$ cat src/hdl/fpcb_pkg.sv
package fpcb_pkg;

  localparam int PIX_W      = 8;
  localparam int SUM_W      = 11;
  localparam int CFG_IDX_W  = 1;
  localparam int CFG_DATA_W = 12;

  localparam logic OP_PIXEL = 1'b0;
  localparam logic OP_DRAIN = 1'b1;

  localparam logic [CFG_IDX_W-1:0] REG_FRAME_WIDTH  = 1'b0;
  localparam logic [CFG_IDX_W-1:0] REG_FRAME_HEIGHT = 1'b1;

  localparam logic [CFG_DATA_W-1:0] FRAME_WIDTH_RST  = 12'd1200;
  localparam logic [CFG_DATA_W-1:0] FRAME_HEIGHT_RST = 12'd800;

  // x/5 == (x*3277) >> 14 for every x below 2^11
  localparam logic [11:0] DIV5_MUL   = 12'd3277;
  localparam int          DIV5_SHIFT = 14;

  typedef struct packed {
    logic             operation;
    logic [PIX_W-1:0] pixel_value;
  } in_word_t;

  typedef struct packed {
    logic [PIX_W-1:0] blurred_value;
    logic             frame_last;
  } out_word_t;

  typedef struct packed {
    logic adv;   // stream position moves, taps shift
    logic emit;  // item releases one result
    logic filt;  // result is the cross mean, else a copy
    logic last;  // final result of the frame
  } ctl_t;

  function automatic logic [PIX_W-1:0] div5(input logic [SUM_W-1:0] s);
    logic [SUM_W+11:0] p;
    p = (SUM_W+12)'(s) * (SUM_W+12)'(DIV5_MUL);
    return p[DIV5_SHIFT +: PIX_W];
  endfunction

endpackage

$ cat src/hdl/fpcb_ctrl.sv
module fpcb_ctrl
  import fpcb_pkg::*;
#(
  parameter  int MAX_WIDTH = 2048,
  localparam int CW        = $clog2(MAX_WIDTH),
  localparam int AW        = $clog2(2 * MAX_WIDTH)
) (
  input  logic                  clk,
  input  logic                  rst_n,
  input  logic                  in_acc,
  input  logic                  operation,
  input  logic                  cfg_we,
  input  logic [CFG_IDX_W-1:0]  cfg_index,
  input  logic [CFG_DATA_W-1:0] cfg_data,
  output ctl_t                  ctl,
  output logic                  wr_en,
  output logic [AW-1:0]         wp,
  output logic [AW-1:0]         rd_addr_a,
  output logic [AW-1:0]         rd_addr_d
);

  function automatic logic [CW-1:0] sat_wm1(input logic [CFG_DATA_W-1:0] d);
    logic [CW-1:0] r;
    if (d < CFG_DATA_W'(3)) begin
      r = CW'(2);
    end else if (32'(d) > 32'(MAX_WIDTH)) begin
      r = CW'(MAX_WIDTH - 1);
    end else begin
      r = CW'(d - CFG_DATA_W'(1));
    end
    return r;
  endfunction

  function automatic logic [CFG_DATA_W-1:0] sat_hm1(input logic [CFG_DATA_W-1:0] d);
    logic [CFG_DATA_W-1:0] r;
    if (d < CFG_DATA_W'(3)) begin
      r = CFG_DATA_W'(2);
    end else begin
      r = d - CFG_DATA_W'(1);
    end
    return r;
  endfunction

  logic [CW-1:0]         wm1_r, wm1_nxt;
  logic [CFG_DATA_W-1:0] hm1_r, hm1_nxt;
  logic [CW-1:0]         rcol_r, rcol_nxt;
  logic [CFG_DATA_W-1:0] rrow_r, rrow_nxt;
  logic                  all_in_r, all_in_nxt;
  logic [CW-1:0]         ecol_r, ecol_nxt;
  logic [CFG_DATA_W-1:0] erow_r, erow_nxt;
  logic [AW-1:0]         wp_r, wp_nxt;

  always_comb begin
    ctl = '0;
    if (operation == OP_PIXEL) begin
      if (!all_in_r) begin
        ctl.adv  = 1'b1;
        ctl.emit = (rrow_r != '0);
        ctl.filt = (rrow_r != '0) && (erow_r != '0) && (erow_r != hm1_r);
      end
    end else begin
      // drain only once the frame is in; the pending row is the last one
      if (all_in_r) begin
        ctl.adv  = 1'b1;
        ctl.emit = 1'b1;
        ctl.last = (ecol_r == wm1_r);
      end
    end
  end

  always_comb begin
    wm1_nxt    = wm1_r;
    hm1_nxt    = hm1_r;
    rcol_nxt   = rcol_r;
    rrow_nxt   = rrow_r;
    all_in_nxt = all_in_r;
    ecol_nxt   = ecol_r;
    erow_nxt   = erow_r;
    wp_nxt     = wp_r;
    if (cfg_we) begin
      if (cfg_index == REG_FRAME_WIDTH) begin
        wm1_nxt = sat_wm1(cfg_data);
      end else begin
        hm1_nxt = sat_hm1(cfg_data);
      end
      rcol_nxt   = '0;
      rrow_nxt   = '0;
      all_in_nxt = 1'b0;
      ecol_nxt   = '0;
      erow_nxt   = '0;
    end else if (in_acc) begin
      if (ctl.adv) begin
        wp_nxt = wp_r + AW'(1);
      end
      if (ctl.adv && operation == OP_PIXEL) begin
        if (rcol_r == wm1_r) begin
          rcol_nxt = '0;
          if (rrow_r == hm1_r) begin
            all_in_nxt = 1'b1;
          end else begin
            rrow_nxt = rrow_r + CFG_DATA_W'(1);
          end
        end else begin
          rcol_nxt = rcol_r + CW'(1);
        end
      end
      if (ctl.emit) begin
        if (ctl.last) begin
          rcol_nxt   = '0;
          rrow_nxt   = '0;
          all_in_nxt = 1'b0;
          ecol_nxt   = '0;
          erow_nxt   = '0;
        end else if (ecol_r == wm1_r) begin
          ecol_nxt = '0;
          erow_nxt = erow_r + CFG_DATA_W'(1);
        end else begin
          ecol_nxt = ecol_r + CW'(1);
        end
      end
    end
  end

  always_ff @(posedge clk) begin
    if (!rst_n) begin
      wm1_r    <= sat_wm1(FRAME_WIDTH_RST);
      hm1_r    <= sat_hm1(FRAME_HEIGHT_RST);
      rcol_r   <= '0;
      rrow_r   <= '0;
      all_in_r <= 1'b0;
      ecol_r   <= '0;
      erow_r   <= '0;
      wp_r     <= '0;
    end else begin
      wm1_r    <= wm1_nxt;
      hm1_r    <= hm1_nxt;
      rcol_r   <= rcol_nxt;
      rrow_r   <= rrow_nxt;
      all_in_r <= all_in_nxt;
      ecol_r   <= ecol_nxt;
      erow_r   <= erow_nxt;
      wp_r     <= wp_nxt;
    end
  end

  // stream position v sits at wp; read x[v-w+1] and x[v-2w]
  assign wr_en     = in_acc && ctl.adv && (operation == OP_PIXEL);
  assign wp        = wp_r;
  assign rd_addr_a = wp_r - AW'(wm1_r);
  assign rd_addr_d = wp_r - AW'({wm1_r, 1'b0}) - AW'(2);

endmodule

$ cat config.mk
export PLATFORM = sky130hd
export DESIGN_NAME = fpcb_ctrl
export DESIGN_NICKNAME = d
export VERILOG_FILES = /design/src/hdl/fpcb_pkg.sv /design/src/hdl/fpcb_ctrl.sv
export SDC_FILE = /design/constraint.sdc
export NUM_CORES = 1
export LEC_CHECK = 0
export BUFFER_PORTS_ARGS = -buffer_cell sky130_fd_sc_hd__buf_2
export CORE_UTILIZATION = 38
export CTS_BUF_LIST = sky130_fd_sc_hd__clkbuf_8
export DETAILED_ROUTE_END_ITERATION = 16
export GPL_TIMING_DRIVEN = 0
export PLACE_DENSITY = 0.57
export SLEW_MARGIN = 20
export SYNTH_ARGS = -nofsm -noshare
export SYNTH_HDL_FRONTEND = slang
export SYNTH_SLANG_ARGS = --single-unit
$ cat constraint.sdc
create_clock -name clk -period 8.6 [get_ports clk]
set_clock_uncertainty 0.2 [all_clocks]
set_input_delay 1.29 -clock clk [delete_from_list [all_inputs] [get_ports clk]]
set_output_delay 1.29 -clock clk [all_outputs]
set_load 0.01 [all_outputs]
==> out/results.tsv <==
stage	metric	value	unit
timing	final hold slack	0.3054	ns
cells_and_area	area of the multi-input gates	3772	µm²
clocking	Clk Latency, worst-skew pair	0.39	ns
worst_setup_path	Crit Path Category	reg2out	
clocking	CTS Buffer Depth	2	
synthesis	EDFF count, synth	0	
synthesis	Yosys warning total	0	
cells_and_area	fin util	44.10	%
global_route	vias in the first global route	5010	
timing	worst slew pin tran	0.7858	ns
worst_setup_path	crit start category	flop	
die	Starting Density	39.25	%
synthesis	synthesized area	5769	µm²
power_and_ir_drop	Reg power frac	47.2	%
synthesis	Syn Area/Cell	8.126	µm²
synthesis	post-synth cell types	63	
placement	HPWL after detailed placement	11.98	mm
timing	Worst Setup Slack, final	3.731	ns
cells_and_area	n_diodes	0	
routing	drt pass-1 iters	7	
placement	PortBufs	55	
timing	Final period util	56.62	%
clocking	count of hold-fix buffers inserted at cts	0	
power_and_ir_drop	internal power	0.5888	mW
cells_and_area	Final Cell Area	6482	µm²
synthesis	Mapped Nets	770	
die	die area	15680	µm²
synthesis	ys flop type	dfxtp_1	
synthesis	Synth top area share	28.45	%
timing	final setup TNS	0	ns
clocking	Reg clk slew, reported paths	0.10	ns
power_and_ir_drop	Final Power	0.8499	mW
die	core box area	14700	µm²
timing	Max-slew headroom	46.93	%
power_and_ir_drop	Switch Pwr	0.2611	mW
clocking	H-Tree Level Count	3	
cells_and_area	Reg area	1642	µm²
synthesis	FFs w/ async S/R, synth	0	%
global_route	initial antenna violation count	0	
global_route	total global-route track usage	20.26	%
routing	post-DR vias/cell	5.400	
placement	DP Worst Slack	4.200	ns
global_route	first-pass GRT wire length	25.30	mm
power_and_ir_drop	Clk pwr share	35.7	%
placement	placed cell count	949	
worst_hold_path	HP Class	reg2reg	
routing	total number of vias	5211	
cells_and_area	Layout Cells excl Fill	965	
timing	RSZ-0062 raised after global routing	no	
power_and_ir_drop	pwr/cell area	131.1	nW/µm²
synthesis	Cells after Synth	710	
synthesis	sequential area share after synthesis	28.45	%
power_and_ir_drop	Combinational Power Share	17.1	%
clocking	TritonCTS Buffers	9	
worst_setup_path	Worst Path Arrival	3.38	ns
global_route	pin count of the biggest net entering global routing	17	
timing	Final Critical Period	4.869	ns
clocking	Clock Tree Root	clkbuf_8	
power_and_ir_drop	leak pwr	2.612	nW
cells_and_area	share of layout cells above drive strength 1	12.29	%
die	Rows	44	
timing	Slew Viols, Final	0	
synthesis	largest area contributor in the synthesized netlist	dfxtp_1	
routing	DRC	0	
flow_run	# Max-Cap Violations	0	
placement	DP Area	6275	µm²
cells_and_area	Area growth syn-to-layout	12.36	%
timing	Final Hold Viols	0	
worst_setup_path	CP endpoint kind	output pin	
global_route	total global routing overflow	0	
timing	fmax	205.4	MHz
routing	final antenna-violating net count	0	
worst_setup_path	Max FO, Critical Path	6	
run_status	status	complete, no violations	
worst_setup_path	WP data required	7.11	ns
clocking	Setup Fix Bufs, Post-CTS	0	
placement	Placer Congestion	0.8311	
timing	Final setup viols	0	
power_and_ir_drop	peak supply drop	90.63	µV
power_and_ir_drop	switch share	30.72	%
synthesis	flops & latches, synth	82	
clocking	CTS resizes	0	
die	I/O pin total	59	
routing	WL/cell	16.05	µm
routing	final WL	15.49	mm
routing	Initial DRC Count	269	
synthesis	synth top area cells	dfxtp_1 28%, xnor2_1 12%, ha_1 8.7%, xor2_1 5.0%, inv_1 3.9%	
clocking	CTS sink count	82	
die	Die Span X	125.2	µm
die	die height	125.2	µm
cells_and_area	nets@finish	836	
clocking	TritonCTS clock tree	done	
cells_and_area	filler instances	1481	
==> registers in the layout (all words and copies together), names as in the netlist <==
signal,cells
all_in_r,1
hm1_r,12
rcol_r,11
wm1_r,11
wp,12
erow_r,12
ecol_r,11
rrow_r,12
==> cells by family after synthesis <==
group | count (synthesis) | synth area share, %
AND/OR/NAND/NOR | 278 | 25.90
XOR/XNOR | 109 | 16.55
multiplexers | 2 | 0.3470
flip-flops | 82 | 28.45
buffers and inverters | 84 | 6.159
adder cells (fa/ha/maj) | 42 | 9.369
AO/OA/AOI/OAI | 113 | 13.23
==> power groups by stage <==
| stage | sequential [mW] | combinational (mW) | clock (mW) |
|---|---|---|---|
| after floorplan | 0.403 | 0.101 | 0 |
| after global placement | 0.410 | 0.142 | 0 |
| after detailed placement | 0.410 | 0.145 | 0 |
| after CTS | 0.401 | 0.146 | 0.311 |
| after global routing | 0.402 | 0.163 | 0.329 |
| final | 0.401 | 0.145 | 0.304 |
==> critical path, stage by stage, from the launching register on <==
cell,delay [ns]
dfxtp_1,0.48
inv_1,0.11
ha_1,0.33
inv_1,0.07
fa_1,0.46
a21oi_1,0.19
o21ai_0,0.15
a2111oi_0,0.56
o31ai_1,0.16
a21oi_1,0.20
xnor2_1,0.14
buf_2,0.15
==> Yosys cell counts (all sizes together), types with 5 or more instances <==
library cell	number
dfxtp	82
xnor2	76
inv	60
nand2	57
nor2	55
ha	40
xor2	33
a21oi	29
nor3	26
nand3	23
nand4	23
o21ai	23
nor4	17
and3	16
clkbuf	14
a31oi	11
and2	11
nor2b	11
buf	10
nand2b	9
or3	9
o21a	8
o311ai	6
a22oi	5
a32o	5
o31ai	5
o41ai	5
==> cell type report <==
| type | instances | share of cell area, % |
|---|---|---|
| Multi-Input combinational cell | 544 | 58.19 |
| Sequential cell | 82 | 25.32 |
| Timing Repair Buffer | 55 | 4.246 |
| Tap cell | 184 | 3.551 |
| Inverter | 60 | 3.474 |
| Buffer | 24 | 2.007 |
| Clock buffer | 9 | 1.911 |
| Clock inverter | 7 | 1.293 |
==> final timing paths <==
| check | start | slack [ns] | depth (start not counted) | endpoint |
|---|---|---|---|---|
| max | wp[1] | 3.73 | 11 | rd_addr_d[11] |
| min | rcol_r[10] | 0.31 | 1 | rcol_r[10] |
| max reg2reg | wm1_r[2] | 5.90 | 7 | rcol_r[10] |
| min reg2reg | rcol_r[10] | 0.31 | 1 | rcol_r[10] |
==> cell usage in the layout, fill, tap and decap left out, types with 5 or more instances in the layout <==
cell | synthesis | layout
o21a_1 | 8 | 8
a32o_1 | 5 | 5
clkbuf_1 | 12 | 12
nand2b_1 | 9 | 9
nor2_1 | 55 | 55
buf_2 | 4 | 59
a22oi_1 | 5 | 5
nor4_1 | 15 | 15
and3_1 | 16 | 16
inv_1 | 60 | 60
nor3_1 | 24 | 24
a21oi_1 | 29 | 29
ha_1 | 40 | 40
or3_1 | 8 | 8
nand4_1 | 22 | 22
and2_1 | 11 | 11
a31oi_1 | 10 | 10
nand2_1 | 57 | 57
xor2_1 | 33 | 33
nor2b_1 | 11 | 11
o21ai_0 | 19 | 19
nand3_1 | 23 | 23
o311ai_0 | 5 | 5
xnor2_1 | 76 | 76
clkbuf_8 | 0 | 9
dfxtp_1 | 82 | 82
o41ai_1 | 5 | 5
==> per-layer routing <==
metal	global-route usage, %	wire (µm)	vias to the layer above
li1	-	-	2613
met1	25.42	7089	2444
met2	34.28	7340	126
met3	4.536	736	28
met4	6.671	322	0
met5	0	0	-
No activity file was read; power rests on OpenSTA's default activity.
