**src/hdl/fpcb_pkg.sv**
```systemverilog
package fpcb_pkg;

  localparam int PIX_W      = 8;
  localparam int SUM_W      = 11;
  localparam int CFG_IDX_W  = 1;
  localparam int CFG_DATA_W = 12;

  localparam logic OP_PIXEL = 1'b0;
  localparam logic OP_DRAIN = 1'b1;

  localparam logic [CFG_IDX_W-1:0] REG_FRAME_WIDTH  = 1'b0;
  localparam logic [CFG_IDX_W-1:0] REG_FRAME_HEIGHT = 1'b1;

  localparam logic [CFG_DATA_W-1:0] FRAME_WIDTH_RST  = 12'd1200;
  localparam logic [CFG_DATA_W-1:0] FRAME_HEIGHT_RST = 12'd800;

  // x/5 == (x*3277) >> 14 for every x below 2^11
  localparam logic [11:0] DIV5_MUL   = 12'd3277;
  localparam int          DIV5_SHIFT = 14;

  typedef struct packed {
    logic             operation;
    logic [PIX_W-1:0] pixel_value;
  } in_word_t;

  typedef struct packed {
    logic [PIX_W-1:0] blurred_value;
    logic             frame_last;
  } out_word_t;

  typedef struct packed {
    logic adv;   // stream position moves, taps shift
    logic emit;  // item releases one result
    logic filt;  // result is the cross mean, else a copy
    logic last;  // final result of the frame
  } ctl_t;

  function automatic logic [PIX_W-1:0] div5(input logic [SUM_W-1:0] s);
    logic [SUM_W+11:0] p;
    p = (SUM_W+12)'(s) * (SUM_W+12)'(DIV5_MUL);
    return p[DIV5_SHIFT +: PIX_W];
  endfunction

endpackage

```
**src/hdl/fpcb_filter.sv**
```systemverilog
module fpcb_filter
  import fpcb_pkg::*;
(
  input  logic             clk,
  input  logic             rst_n,
  input  logic             in_acc,
  input  ctl_t             ctl_in,
  input  logic [PIX_W-1:0] pix_in,
  input  logic [PIX_W-1:0] rd_a,
  input  logic [PIX_W-1:0] rd_d,
  input  logic             out_stall,
  output logic             out_valid,
  output out_word_t        out_data,
  output logic             s1_valid,
  output ctl_t             s1_ctl,
  output logic             s1_go
);

  logic             s1_valid_r, s1_valid_nxt;
  ctl_t             s1_ctl_r;
  logic [PIX_W-1:0] s1_pix_r;
  logic [PIX_W-1:0] tap_b_r;   // x[p]
  logic [PIX_W-1:0] tap_c_r;   // x[p-1]
  logic             out_valid_r, out_valid_nxt;
  out_word_t        out_data_r;
  logic             out_free;
  logic             s1_move;
  logic [SUM_W-1:0] sum;
  logic [PIX_W-1:0] value;

  always_comb begin
    out_free = !out_valid_r || !out_stall;
    s1_go    = !s1_ctl_r.emit || out_free;
    s1_move  = s1_valid_r && s1_go;
    sum = SUM_W'(rd_d) + SUM_W'(tap_c_r) + SUM_W'(tap_b_r) + SUM_W'(rd_a)
        + SUM_W'(s1_pix_r);
    value = s1_ctl_r.filt ? div5(sum) : tap_b_r;

    if (in_acc) begin
      s1_valid_nxt = 1'b1;
    end else if (s1_go) begin
      s1_valid_nxt = 1'b0;
    end else begin
      s1_valid_nxt = s1_valid_r;
    end

    if (s1_move && s1_ctl_r.emit) begin
      out_valid_nxt = 1'b1;
    end else if (!out_stall) begin
      out_valid_nxt = 1'b0;
    end else begin
      out_valid_nxt = out_valid_r;
    end
  end

  always_ff @(posedge clk) begin
    if (!rst_n) begin
      s1_valid_r  <= 1'b0;
      out_valid_r <= 1'b0;
    end else begin
      s1_valid_r  <= s1_valid_nxt;
      out_valid_r <= out_valid_nxt;
    end
    if (in_acc) begin
      s1_ctl_r <= ctl_in;
      s1_pix_r <= pix_in;
    end
    if (s1_move && s1_ctl_r.adv) begin
      tap_b_r <= rd_a;
      tap_c_r <= tap_b_r;
    end
    if (s1_move && s1_ctl_r.emit) begin
      out_data_r.blurred_value <= value;
      out_data_r.frame_last    <= s1_ctl_r.last;
    end
  end

  assign out_valid = out_valid_r;
  assign out_data  = out_data_r;
  assign s1_valid  = s1_valid_r;
  assign s1_ctl    = s1_ctl_r;

endmodule

```
**config.mk**
```make
export PLATFORM = sky130hd
export DESIGN_NAME = fpcb_filter
export DESIGN_NICKNAME = d
export VERILOG_FILES = /design/src/hdl/fpcb_pkg.sv /design/src/hdl/fpcb_filter.sv
export SDC_FILE = /design/constraint.sdc
export NUM_CORES = 1
export LEC_CHECK = 0
export BUFFER_PORTS_ARGS = -buffer_cell sky130_fd_sc_hd__buf_2
export CORE_ASPECT_RATIO = 0.7
export CORE_UTILIZATION = 55
export CTS_CLUSTER_SIZE = 28
export DETAILED_ROUTE_END_ITERATION = 16
export PLACE_DENSITY = 0.8
export SYNTH_ARGS = -nofsm -noshare
export SYNTH_HDL_FRONTEND = slang
export SYNTH_SLANG_ARGS = --single-unit
```
**constraint.sdc**
```tcl
create_clock -name clk -period 8.3 [get_ports clk]
set_input_delay 1.245 -clock clk [delete_from_list [all_inputs] [get_ports clk]]
set_output_delay 1.245 -clock clk [all_outputs]
set_load 0.005 [all_outputs]
```
==> results of run 1 <==
flip-flops by register name, indices dropped and copies added, names as in the netlist:
name / flops
s1_valid: 1
s1_pix_r: 8
tap_c_r: 8
tap_b_r: 8
out_data: 9
s1_ctl: 4
out_valid: 1
synthesized netlist by cell type, types with 2 or more instances:
master    instances  area (sq um)
nand3_1           6          30.0
nand2_1          16          60.1
ha_1             74           926
a21oi_1          16          80.1
o32ai_1           2          17.5
o221ai_1          2          17.5
xnor2_1          11          96.3
nand2b_1          3          18.8
clkbuf_1          3          11.3
a31oi_1           2          12.5
inv_1           141           529
fa_1             54          1080
a41oi_1           2          17.5
nor2b_1           4          25.0
o211ai_1          4          30.0
and3_1            2          12.5
nor3_1            4          20.0
o21ai_0           7          35.0
a211oi_1          2          15.0
a21o_1            3          22.5
nand4b_1          2          17.5
nand4_1           4          25.0
nand3b_1          2          15.0
nor2_1           10          37.5
mux2_2            3          33.8
edfxtp_1         37          1110
xor2_1            4          35.0
dfxtp_1           2          40.0
cell type report:
| type | count | area share, % |
|---|---|---|
| well taps | 101 | 2.26 |
| inverters | 141 | 9.47 |
| clock buffers | 6 | 2.31 |
| repair buffers | 89 | 10.1 |
| clock inverters | 2 | 0.157 |
| flip-flops and latches | 39 | 20.6 |
| multi-input cells | 257 | 55.1 |
path summary, 6_finish.rpt:
path / startpoint / to / slack, ns
min: s1_ctl[0] / out_data[0] / 0.50
min reg2reg: s1_ctl[0] / out_data[0] / 0.50
max reg2reg: s1_pix_r[1] / out_data[5] / 0.69
max: rd_a[2] / out_data[5] / 0.02
through the flow:
step / cells / setup TNS, ns / instance area, sq um / hold WS [ns] / setup slack (ns)
after floorplan: 441 / 0 / 4550 / 0.451 / 0.0588
after global placement: 618 / -1.84 / 5140 / 0.428 / -0.325
after detailed placement: 618 / -3.35 / 5140 / 0.441 / -0.501
after CTS: 629 / 0 / 5350 / 0.454 / 0.00620
after global routing: 635 / -0.594 / 5590 / 0.503 / -0.187
final: 635 / 0 / 5590 / 0.496 / 0.0242
per-layer routing:
metal / vias up / GRT usage (%)
met1: 1710 / 34.2
met4: 0 / 5.20
met5: - / 0
met2: 148 / 41.5
li1: 1599 / -
met3: 28 / 6.02
worst reg2reg max path, stage by stage, from the launching register on:
cell,delay [ns]
edfxtp_1,0.32
inv_1,0.06
fa_1,0.55
fa_1,0.43
fa_1,0.44
inv_1,0.07
ha_2,0.18
inv_2,0.04
fa_2,0.38
nor2b_1,0.13
o21ai_1,0.09
nand2b_1,0.14
a31oi_2,0.12
a211o_1,0.36
xor2_1,0.16
ha_1,0.33
fa_1,0.51
fa_1,0.56
fa_2,0.47
fa_1,0.53
inv_2,0.05
ha_4,0.27
nand4_1,0.14
nor2_2,0.19
nand3_1,0.09
o211ai_1,0.33
xor2_1,0.16
mux2_4,0.28
cells by family (layout without fill, tap and decap cells):
logic type / count (synthesis) / after routing
AND/OR/NAND/NOR: 59 / 59
AO/OA/AOI/OAI: 52 / 52
multiplexers: 3 / 3
XOR/XNOR: 15 / 15
adder cells (fa/ha/maj): 128 / 128
buffers and inverters: 145 / 238
flip-flops: 39 / 39
repair_timing:
action                                  in CTS  in global routing
endpoints found under the setup margin       8                  8
pin swaps                                   11                 32
resized for setup                           10                 40
setup buffers                                3                  6
==> PnR_summary.wiki, run 1 <==
{| class="wikitable"
! Metric !! Value
|-
| Most frequent cells in the layout || inv_1 (136), ha_1 (66), fa_1 (48)
|-
| Number of buffers and inverters on the critical path || 8
|-
| Antenna violations before repair || 0
|-
| Initial detailed-routing violation count || 286
|-
| Synthesized netlist cell count || 441
|-
| Number of max-capacitance violations reported || 0
|-
| Overall Global Routing Usage || 25.1%
|-
| Number of flip-flops and latches in the synthesized netlist || 39
|-
| Via Count || 3485
|-
| Simple-Gate Fraction of Synth Area || 7.05%
|-
| Clk sinks || 39
|-
| Worst-path clk slew || 0.06 ns
|-
| Synth Net Count || 601
|-
| Core area || 7940 sq um
|-
| Count of final max-slew check failures || 0
|-
| Clk Latency, worst-skew pair || 0.28 ns
|-
| XOR/XNOR Fraction of Synth Area || 2.89%
|-
| M1 WL || 4.73 mm
|-
| Vias in the first global route || 3600
|-
| Asr flop ratio synth || 0%
|-
| Drt via density || 5.49
|-
| Maximum clock path buffer count || 2
|-
| Commonest non-fill, non-tap cell in the layout || inv_1
|-
| Wire length on met2 || 5.44 mm
|-
| Multi-input gate area || 3080 sq um
|-
| Final Setup Violations || 0
|-
| Clock tree root buffer cell || clkbuf_16
|-
| Wire length of the first global-routing pass || 16.9 mm
|-
| Yosys warning total || 0
|-
| Main flop type after synthesis || edfxtp_1
|-
| Critical path required time || 8.33 ns
|-
| Library cells used by synthesis || 47
|-
| Die X || 111 microns
|-
| GPL Wtd Cong || 0.988
|-
| Post-synthesis sequential area ratio || 25.3%
|-
| Total wire length || 11.2 mm
|-
| Total gr overflow || 0
|-
| Final net count || 693
|-
| Delay-heaviest family, CP || adder cells
|-
| Arrival time of the worst setup path || 8.31 ns
|-
| Maximum fanout count along the critical path || 3
|-
| Synthesized area per cell || 10.3 sq um
|-
| Utilization of the core after routing || 70.4%
|-
| Post-Syn Area || 4540 sq um
|-
| Met3 WL || 764 microns
|-
| Kind of end point of the critical path || flip-flop
|-
| Fraction of final layout cells with drive strength greater than 1 || 26.2%
|-
| CP startpoint kind || input pin
|-
| Max_slew headroom || 43.5%
|-
| Die area || 8630 sq um
|-
| Synth Area in Compound Gates || 7.79%
|-
| Path class of the lowest-slack min-delay path || flip-flop to flip-flop
|-
| Fmax || 121 MHz
|-
| RSZ-0062 raised after global routing || yes
|-
| Number of enable flip-flop cells after synthesis || 37
|-
| CTS tree || done
|-
| Highest-delay cell along the critical path || fa_2
|-
| Filler Cell Count || 529
|-
| Port Buffers || 47
|-
| Number of inserted diodes || 0
|-
| Relative area change from synthesis to final layout || 23.1%
|-
| Post-detailed-route wirelength per cell || 17.6 microns
|-
| Maximum level of the CTS H-tree || 2
|-
| Worst Max-Slew Pin Slew || 0.848 ns
|-
| Worst-case reg-to-reg path depth || 27
|-
| Detailed Place HPWL || 8.41 mm
|-
| DR top layer || met4
|-
| Starting density of the core || 57.2%
|-
| Area taken by flip-flops and latches || 1150 sq um
|-
| Pin count of the biggest net entering global routing || 22
|-
| Number of rows in the core area || 27
|-
| Dominant combinational cell family by area after synthesis || adder cells
|-
| Clock period minus final worst setup slack || 8.28 ns
|-
| Final critical-path share of the clock period || 99.7%
|-
| Number of failing hold endpoints at the final stage || 0
|-
| First-pass iteration count of the detailed router || 5
|-
| Number of DRC violations after detailed routing || 0
|-
| Number of placed I/O pins || 48
|-
| Total stage count of the critical path || 29
|-
| Number of instances on the worst hold path || 0
|-
| Kind of critical path || input pin to flip-flop
|-
| TritonCTS Buffers || 5
|-
| Post-Synth Adder-Cell Area || 44.2%
|-
| Clock skew after layout || 0.00176 ns
|-
| Worst path max stage delay || 0.59 ns
|-
| Outcome || complete, no violations
|-
| Height of the die || 78.0 microns
|-
| Post-synthesis mux area share || 0.744%
|-
| Final antenna-violating net count || 0
|-
| CTS Hold Buffers Added || 0
|}
Power of run 1 is not shown: default switching activity piles up to over one toggle a cycle in this logic, so the estimate is an artifact.
==> run 2, diff against run 1 <==
- PLACE_DENSITY: 0.8 -> 0.78
==> PnR_summary.wiki, run 2 (synthesized netlist as in run 1, its figures left out) <==
{| class="wikitable"
! Metric !! Value
|-
| Wire length of the first global-routing pass || 16.2 mm
|-
| Pin count of the biggest net entering global routing || 22
|-
| Outcome || complete, no violations
|-
| Final design instance area without fill || 5610 sq um
|-
| Path class of the lowest-slack min-delay path || flip-flop to flip-flop
|-
| CP startpoint kind || input pin
|-
| Vias in the first global route || 3367
|-
| Relative area change from synthesis to final layout || 23.4%
|-
| Clock skew after layout || 0.00429 ns
|-
| Overall Global Routing Usage || 24.2%
|-
| Maximum fanout count along the critical path || 3
|-
| Worst-path clk slew || 0.06 ns
|-
| Detailed Place HPWL || 8.18 mm
|-
| TritonCTS Buffers || 5
|-
| Via Count || 3367
|-
| Number of flip-flops under the largest register name || 9
|-
| Die area || 8630 sq um
|-
| Drt via density || 5.29
|-
| Highest-delay cell along the critical path || fa_1
|-
| Post-detailed-route wirelength per cell || 16.1 microns
|-
| Number of inserted diodes || 0
|-
| Total gr overflow || 0
|-
| Kind of critical path || input pin to flip-flop
|-
| RSZ-0062 raised after global routing || yes
|-
| Endpoint of the worst setup timing path || out_data[5]
|-
| Clk Latency, worst-skew pair || 0.29 ns
|-
| CTS tree || done
|-
| Core area || 7940 sq um
|-
| Fmax || 123 MHz
|-
| Clk sinks || 39
|-
| Final antenna-violating net count || 0
|-
| Critical Path Most Common Cell || fa_1
|-
| Number of max-capacitance violations reported || 0
|-
| First-pass iteration count of the detailed router || 4
|-
| Total wire length || 10.2 mm
|-
| Worst Max-Slew Pin Slew || 0.844 ns
|-
| Initial detailed-routing violation count || 212
|-
| Delay-heaviest family, CP || adder cells
|-
| Arrival time of the worst setup path || 8.17 ns
|-
| Final critical-path share of the clock period || 97.9%
|-
| Starting density of the core || 57.2%
|-
| Die X || 111 microns
|-
| FF-to-FF Start || s1_pix_r[1]
|-
| Number of failing hold endpoints at the final stage || 0
|-
| Height of the die || 78.0 microns
|-
| Maximum clock path buffer count || 2
|-
| Commonest non-fill, non-tap cell in the layout || inv_1
|-
| Antenna violations before repair || 0
|-
| Register-to-register path setup slack || 0.82 ns
|-
| Maximum level of the CTS H-tree || 2
|-
| Max_slew headroom || 43.7%
|-
| Worst path max stage delay || 0.55 ns
|-
| Most frequent cells in the layout || inv_1 (135), ha_1 (67), fa_1 (48)
|-
| Utilization of the core after routing || 70.6%
|-
| Number of placed I/O pins || 48
|-
| Fraction of final layout cells with drive strength greater than 1 || 26.9%
|-
| Count of final max-slew check failures || 0
|-
| Port Buffers || 47
|-
| Number of buffers and inverters on the critical path || 6
|-
| Kind of end point of the critical path || flip-flop
|-
| RR Endpoint || out_data[5]
|-
| CTS Hold Buffers Added || 0
|-
| Total stage count of the critical path || 29
|-
| Placement-stage cell area || 5140 sq um
|-
| Final net count || 695
|-
| Critical path required time || 8.34 ns
|-
| Worst-case reg-to-reg path depth || 28
|-
| Final Setup Violations || 0
|-
| Critical Path Source || rd_d[1]
|-
| Clock period minus final worst setup slack || 8.13 ns
|-
| Number of rows in the core area || 27
|-
| GPL Wtd Cong || 1.01
|-
| Clock tree root buffer cell || clkbuf_16
|-
| Number of DRC violations after detailed routing || 0
|}
==> run 2: cell types whose count changed in the layout (fill, tap and decap cells not counted), sizes merged <==
cell    delta
buf        +2
clkbuf     +1
clkinv     -1
==> run 2: worst min path at each step <==
stage               cells past startpoint           to       start
floorplan                               0   tap_c_r[1]  tap_b_r[1]
global placement                        0  out_data[0]   s1_ctl[0]
detailed placement                      0  out_data[0]   s1_ctl[0]
CTS                                     0  out_data[0]   s1_ctl[0]
global route                            0  out_data[0]   s1_ctl[0]
finish                                  0  out_data[0]   s1_ctl[0]
==> run 2: layout make-up <==
cell class              count  area (sq um)
fillers                   562          2330
multi-input cells         257          3070
inverters                 141           532
well taps                 101           126
clock buffers               7           143
repair buffers             91           582
flip-flops and latches     39          1150
clock inverters             1          5.00
==> run 2: per-layer routing <==
metal  wire length (microns)  share of wire [%]  track usage (%)  vias to the layer above
met5                       0                  0                0                        -
met4                      71               0.69             3.47                        0
met3                     495                4.8             4.25                       11
met2                    4870                 47             39.2                       93
met1                    4820                 47             35.1                     1658
li1                        -                  -                -                     1605
==> run 2: timing repair <==
action,CTS,global route
buffers inserted,3,8
gates resized for setup,5,46
setup endpoints to repair,8,8
pin swaps,10,28
cloned,0,0
==> run 2: per-stage QoR <==
stage	setup slack, ns	std cells	hold slack, ns	setup TNS, ns
final	0.172	637	0.462	0
after CTS	0.0142	629	0.462	0
after detailed placement	-0.458	618	0.438	-3.06
after global placement	-0.314	618	0.426	-1.82
after floorplan	0.0588	441	0.451	0
after global routing	-0.119	637	0.470	-0.382
Power of run 2 is left out for the same reason.
